**src/rtl/indexed_list_insert_remove_defines.svh**
```systemverilog
// ----------------------------------------------------------------------------
// Indexed list assertion macros
// Shared property templates, clocked on clk and disabled while rst_n is low.
// ----------------------------------------------------------------------------
`ifndef INDEXED_LIST_INSERT_REMOVE_DEFINES_SVH
`define INDEXED_LIST_INSERT_REMOVE_DEFINES_SVH

// Same-cycle implication.
`define ILIR_ASSERT_IMP(lbl, ante, cons) \
  lbl: assert property (@(posedge clk) disable iff (!rst_n) (ante) |-> (cons)) \
    else $error("indexed list assertion failed");

// Next-cycle implication.
`define ILIR_ASSERT_NXT(lbl, ante, cons) \
  lbl: assert property (@(posedge clk) disable iff (!rst_n) (ante) |=> (cons)) \
    else $error("indexed list assertion failed");

`endif

```
**src/rtl/ilir_pkg.sv**
```systemverilog
// ----------------------------------------------------------------------------
// Indexed list package
// Sizes, operation and status codes, and the control bundle sent to the cells.
// ----------------------------------------------------------------------------
`timescale 1ns / 1ps
`default_nettype none

package ilir_pkg;

  localparam int DEPTH     = 64;
  localparam int WORD_BITS = 32;

  localparam int KIND_W    = 3;
  localparam int POS_W     = 7;
  localparam int DATA_IN_W = 32;
  localparam int DATA_OUT_W = 32;
  localparam int STATUS_W  = 2;
  localparam int COUNT_W   = 7;

  localparam int CNT_W = $clog2(DEPTH + 1);
  localparam int CMP_W = (CNT_W > POS_W) ? CNT_W : POS_W;

  // Read gather: first level ORs groups of GRP taps, second level the groups.
  localparam int GRP   = 8;
  localparam int NGRP  = (DEPTH + GRP - 1) / GRP;
  localparam int TAP_N = NGRP * GRP;

  typedef logic [WORD_BITS-1:0] word_t;

  typedef enum logic [KIND_W-1:0] {
    OP_INSERT = 3'd0,
    OP_REMOVE = 3'd1,
    OP_READ   = 3'd2,
    OP_WRITE  = 3'd3,
    OP_CLEAR  = 3'd4
  } op_t;

  typedef enum logic [STATUS_W-1:0] {
    ST_OK    = 2'd0,
    ST_RANGE = 2'd1,
    ST_FULL  = 2'd2
  } status_t;

  typedef struct packed {
    logic             ins;
    logic             rem;
    logic             wr;
    logic [CMP_W-1:0] pos;
    word_t            word;
  } cell_ctrl_t;

  function automatic word_t fit_word(input logic [DATA_IN_W-1:0] d);
    logic [DATA_IN_W+WORD_BITS-1:0] t;
    t = {{WORD_BITS{1'b0}}, d};
    return t[WORD_BITS-1:0];
  endfunction

  function automatic logic [DATA_OUT_W-1:0] word_to_out(input word_t w);
    logic [DATA_OUT_W+WORD_BITS-1:0] t;
    t = {{DATA_OUT_W{1'b0}}, w};
    return t[DATA_OUT_W-1:0];
  endfunction

  function automatic logic [COUNT_W-1:0] fit_count(input logic [CNT_W-1:0] c);
    logic [CNT_W+COUNT_W-1:0] t;
    t = {{COUNT_W{1'b0}}, c};
    return t[COUNT_W-1:0];
  endfunction

endpackage

`default_nettype wire

```
**src/rtl/ilir_cell.sv**
```systemverilog
// ----------------------------------------------------------------------------
// Indexed list cell
// One list slot: holds a word, shifts up or down with its neighbors.
// ----------------------------------------------------------------------------
`timescale 1ns / 1ps
`default_nettype none

module ilir_cell
  import ilir_pkg::*;
(
  input  wire logic             clk,
  input  wire cell_ctrl_t       ctrl,
  input  wire logic [CMP_W-1:0] idx,
  input  wire word_t            left,
  input  wire word_t            right,
  output word_t                 q,
  output word_t                 tap
);

  word_t q_r;
  word_t q_nxt;
  logic  gt;
  logic  eq;

  assign gt = idx > ctrl.pos;
  assign eq = idx == ctrl.pos;

  always_comb begin
    q_nxt = q_r;
    if (ctrl.ins) begin
      if (gt) begin
        q_nxt = left;
      end else if (eq) begin
        q_nxt = ctrl.word;
      end
    end
    if (ctrl.rem && (gt || eq)) begin
      q_nxt = right;
    end
    if (ctrl.wr && eq) begin
      q_nxt = ctrl.word;
    end
  end

  always_ff @(posedge clk) begin
    q_r <= q_nxt;
  end

  assign q   = q_r;
  assign tap = eq ? q_r : '0;

endmodule

`default_nettype wire

```
**config.mk**
```make
export PLATFORM = sky130hd
export DESIGN_NAME = ilir_cell
export DESIGN_NICKNAME = d
export VERILOG_FILES = /design/src/rtl/indexed_list_insert_remove_defines.svh /design/src/rtl/ilir_pkg.sv /design/src/rtl/ilir_cell.sv
export SDC_FILE = /design/constraint.sdc
export NUM_CORES = 1
export LEC_CHECK = 0
export BUFFER_PORTS_ARGS = -buffer_cell sky130_fd_sc_hd__buf_4
export CORE_MARGIN = 2
export CORE_UTILIZATION = 42
export DETAILED_ROUTE_END_ITERATION = 16
export PLACE_DENSITY = 0.85
export SYNTH_ARGS = -nofsm -noshare
export SYNTH_HDL_FRONTEND = slang
export SYNTH_SLANG_ARGS = --single-unit
```
**constraint.sdc**
```tcl
create_clock -name clk -period 4.68 [get_ports clk]
set_clock_uncertainty 0.05 [all_clocks]
set_input_delay 0.234 -clock clk [delete_from_list [all_inputs] [get_ports clk]]
set_output_delay 0.234 -clock clk [all_outputs]
set_load 0.005 [all_outputs]
```
Yosys cells after proc, flatten, opt, wreduce, memory -nomap -nowiden
Cells that the tools add are included.

storage, ports and cells
  logic and storage cells = 15
  register bits = 32
  output and inout port bits = 64

cells by class
  muxes and demuxes = 6
  magnitude comparators = 1
  equal/unequal tests = 1
  reductions and logical operators = 6

operator list
  kind                 count
  two-way mux 32 bit   6
  == test 7 bit        1
  > comparator 7 bit   1
  nonzero test 4 bit   1
  nonzero test 3 bit   1
  logical AND 1 bit    2
  AND reduction 2 bit  1
  logical OR 1 bit     1

Logic depth before layout (Yosys ltp)
  depth in word-level cells = 6
  mapped depth = 7

Least setup slack after synthesis
Ideal clock, no wire load.

  kind = input -> register
  from = input port ctrl[38] in the netlist's numbering
  to = register q_r[0], in the netlist q[0] (enable)
  arrival = 1.952 ns
  slack = 2.284 ns
  cell stages on the path = 6
  cells stage by stage = inv_1 ha_1 nand4_4 or2_4 nand3_1 o31a_1

on the way
  cells in the longest elaborated chain, start to end = 5
  elaborated cells on any way between the ends = 8
  classes of those cells = order compare (1); eq/ne (1); reduce/logical (6)

ends and longest elaborated chain
  element                                                                    RTL line                          text
  from (decl)                                                                ilir_cell.sv:12                   input wire cell_ctrl_t ctrl,
  > comparator 7 bit / == test 7 bit (equally long branches)                 ilir_cell.sv:25, ilir_cell.sv:26
  logical OR 1 bit                                                           ilir_cell.sv:37                   if (ctrl.rem && (gt || eq)) begin
  logical AND 1 bit                                                          ilir_cell.sv:37
  nonzero test 4 bit (no line) / nonzero test 3 bit (equally long branches)  -
  AND reduction 2 bit (no line) *                                            -
  to (signal assigned)                                                       ilir_cell.sv:46                   q_r <= q_nxt;
  to (decl)                                                                  ilir_cell.sv:20                   word_t q_r;

Every way passes the cells marked *; elsewhere a longest branch is shown, timed or not.
A chain may end at the register's enable or synchronous reset.

Worst setup path after layout
  from = input port ctrl[38] in the netlist's numbering
  to = register q_r[12], in the netlist q[12], data pin

on the way
  cells in the longest elaborated chain, start to end = 5
  elaborated cells on any way between the ends = 9
  classes of those cells = order compare (1); eq/ne (1); mux (4); reduce/logical (3)

ends and longest elaborated chain
  element                                                         RTL line                          text
  > comparator 7 bit / == test 7 bit (equally long branches)      ilir_cell.sv:25, ilir_cell.sv:26
  two-way mux 32 bit / logical OR 1 bit (equally long branches)   ilir_cell.sv:31, ilir_cell.sv:37
  two-way mux 32 bit / logical AND 1 bit (equally long branches)  ilir_cell.sv:30, ilir_cell.sv:37
  two-way mux 32 bit                                              ilir_cell.sv:37
  two-way mux 32 bit *                                            ilir_cell.sv:40                   if (ctrl.wr && eq) begin
  named net q_nxt[12]                                             ilir_cell.sv:21                   word_t q_nxt;

The timed path passes the listed nets; every way through them passes the cells marked *. The select of a mux whose other input is x is not followed.

==> reports/qor.yml <==
place_area_um2: 3580
switching_share_pct: 25.9
hold_buffers: 0
core_area_um2: 5070
drive_above_1_share_pct: 47.1
htree_levels: 2
status: "completed"
fmax_ghz: 0.401
vias: 2365
slew_headroom_pct: 29.3
min_path_type: "input pin to flip-flop"
grt_antenna_before_repair: 0
cts_buffers: 5
cts_resized: 0
final_net_count: 534
core.rowCount: 26
drcViolationCount: 0
rsz0062_at_grt: "false"
die_y_um: 76.5
post_drt_wl_per_cell_um: 14.5
holdCritStartpoint: "ctrl[26]"
diodes: 0
fin_crit_sh_pct: 53.3
cp-startpoint: "ctrl[38]"
ios: 178
fin_crit_ps: 2490
worstMarginPinSlew_ps: 1060
ys_warn_count: 0
place.gp.congestion: 0.844
grt_pass1_vias: 2331
grt_start_max_net_pins: 34
synth_cells: 238
io_buffers: 177
power.share.clock_pct: 27.6
setup_viol_count_final: 0
yosys.area.top_type_share_pct: 43.5
grt_overflow_total: 0
cts_tree: "done"
syn-num-nets: 359
cp-start-kind: "input pin"
die_x_um: 76.5
cp_data_required_time_ps: 4710
flow.area_growth_from_synthesis_pct: 67.1
tns_ps: 0
power_frac_seq_pct: 42.7
hold_violations: 0
ant_nets: 0
power_leakage_nw: 2.09
synth_cell_type_count: 23
path_max_fanout: 33
floorplan.initialDensity_pct: 43.5
largest_register_ffs: 32
synth-seq-cells: 32
seq_area_frac_synth_pct: 43.5
yosys-top-cells-area: "edfxtp_1 (44%), inv_1 (18%), a222oi_1 (15%)"
drtIter0Drc: 215
cts_max_path_buffers: 2
critical_path_arrival_ps: 2530
path_clk_slew_ps: 70
yosysTopAreaCell: "edfxtp_1"
stdcell_area_um2: 3690
grt_first_pass_wirelength_um: 11000
net-switching-power_mw: 0.246
dieArea_um2: 5850
powerDensity_nw_per_um2: 258
irDropWorstVdd_mv: 0.132
crit_type: "input pin to flip-flop"
slew_violations: 0
postRouteWirelength_um: 7040
maxCapViolCount: 0
clock_tree.root_cell: "clkbuf_8"
grt_usage_pct: 23.7
p_int_mw: 0.704
via_per_inst: 4.89
dp_hpwl_um: 5530
firstDrtPassIters: 6
combPwrFrac_pct: 29.7
cts.sinks: 32
critPathCaptureType: "flip-flop"
avgSynthCellArea_um2: 9.27
cts_setup_buffers: 0
synth_area_um2: 2210
final timing paths:
check             cells past startpoint         endpoint  slack, ps
setup / recovery                      8  q[12]$_DFFE_PP_       2190
hold / removal                        3  q[26]$_DFFE_PP_        260
power groups by stage:
stage / Combinational [mW] / Sequential [mW] / Clock (mW)
CTS: 0.284 / 0.406 / 0.265
detailed placement: 0.283 / 0.413 / 0
global route: 0.305 / 0.413 / 0.275
global placement: 0.275 / 0.411 / 0
finish: 0.282 / 0.405 / 0.262
floorplan: 0.106 / 0.414 / 0
routing by layer:
metal	GRT usage (%)	vias to the layer above	wire length (µm)
met5	0	-	0
met4	10.9	0	242
met3	5.21	21	569
met2	43.8	140	3670
met1	25.6	1068	2560
li1	-	1136	-
cell type report:
| class | count | area (µm²) |
|---|---|---|
| Timing Repair Buffer | 180 | 1350 |
| Clock buffer | 6 | 72.6 |
| Inverter | 105 | 394 |
| Clock inverter | 2 | 35.0 |
| Fill cell | 399 | 1390 |
| Tap cell | 70 | 87.6 |
| Multi-Input combinational cell | 89 | 787 |
| Sequential cell | 32 | 961 |
cells in the final DEF, fill, tap and decap left out:
cell       count
clkinv_2       1
nand3_1        2
and2_1        32
a31o_4         1
a211oi_4       1
a311oi_4       1
a21o_2         1
nand3b_1       1
nand2_1        1
or2_4          1
bufinv_16      1
clkbuf_1       1
edfxtp_1      32
nor2_2         1
buf_4        180
a21oi_1        3
nand4_4        1
clkbuf_8       5
o21a_1         1
ha_1           7
a211oi_1       1
a222oi_1      32
nor3_2         1
o31a_1         1
inv_1        105
cell usage after synthesis:
cell	number
ha_1	7
nand3b_1	1
a21oi_1	3
clkbuf_1	3
nand4_4	1
a311oi_4	1
nor3_2	1
o31a_1	1
a211oi_2	1
a31o_4	1
nand2_1	1
a21o_2	1
and2_1	32
a222oi_1	32
o21a_1	1
edfxtp_1	32
nor2_1	1
a211oi_1	1
nand3_1	2
buf_2	6
buf_6	3
inv_1	105
or2_4	1
cell families (layout without fill, tap and decap cells):
family	count (synthesis)	after routing	synth area share (%)
DFF	32	32	43.5
and+or+nand+nor	40	40	12.0
AOI/OAI and AO/OA	42	42	19.2
buffers and inverters	117	293	21.3
adders and majority gates	7	7	3.97
metrics by stage:
stage	setup WS [ps]	utilization (%)	hold slack, ps	power [mW]	cells
after floorplan	2280	-	440	0.520	238
after global placement	2020	70.6	557	0.686	476
after detailed placement	1870	70.6	562	0.695	476
after CTS	2170	72.7	258	0.955	484
after global routing	1900	72.7	264	0.993	484
final	2190	72.7	261	0.950	484
critical path: stages:
cell	delay (ps)
buf_4	80
inv_1	40
ha_1	340
nand4_4	150
nor2_2	840
a211oi_4	230
buf_4	300
a222oi_1	310
No activity file was read; power rests on OpenSTA's default activity.
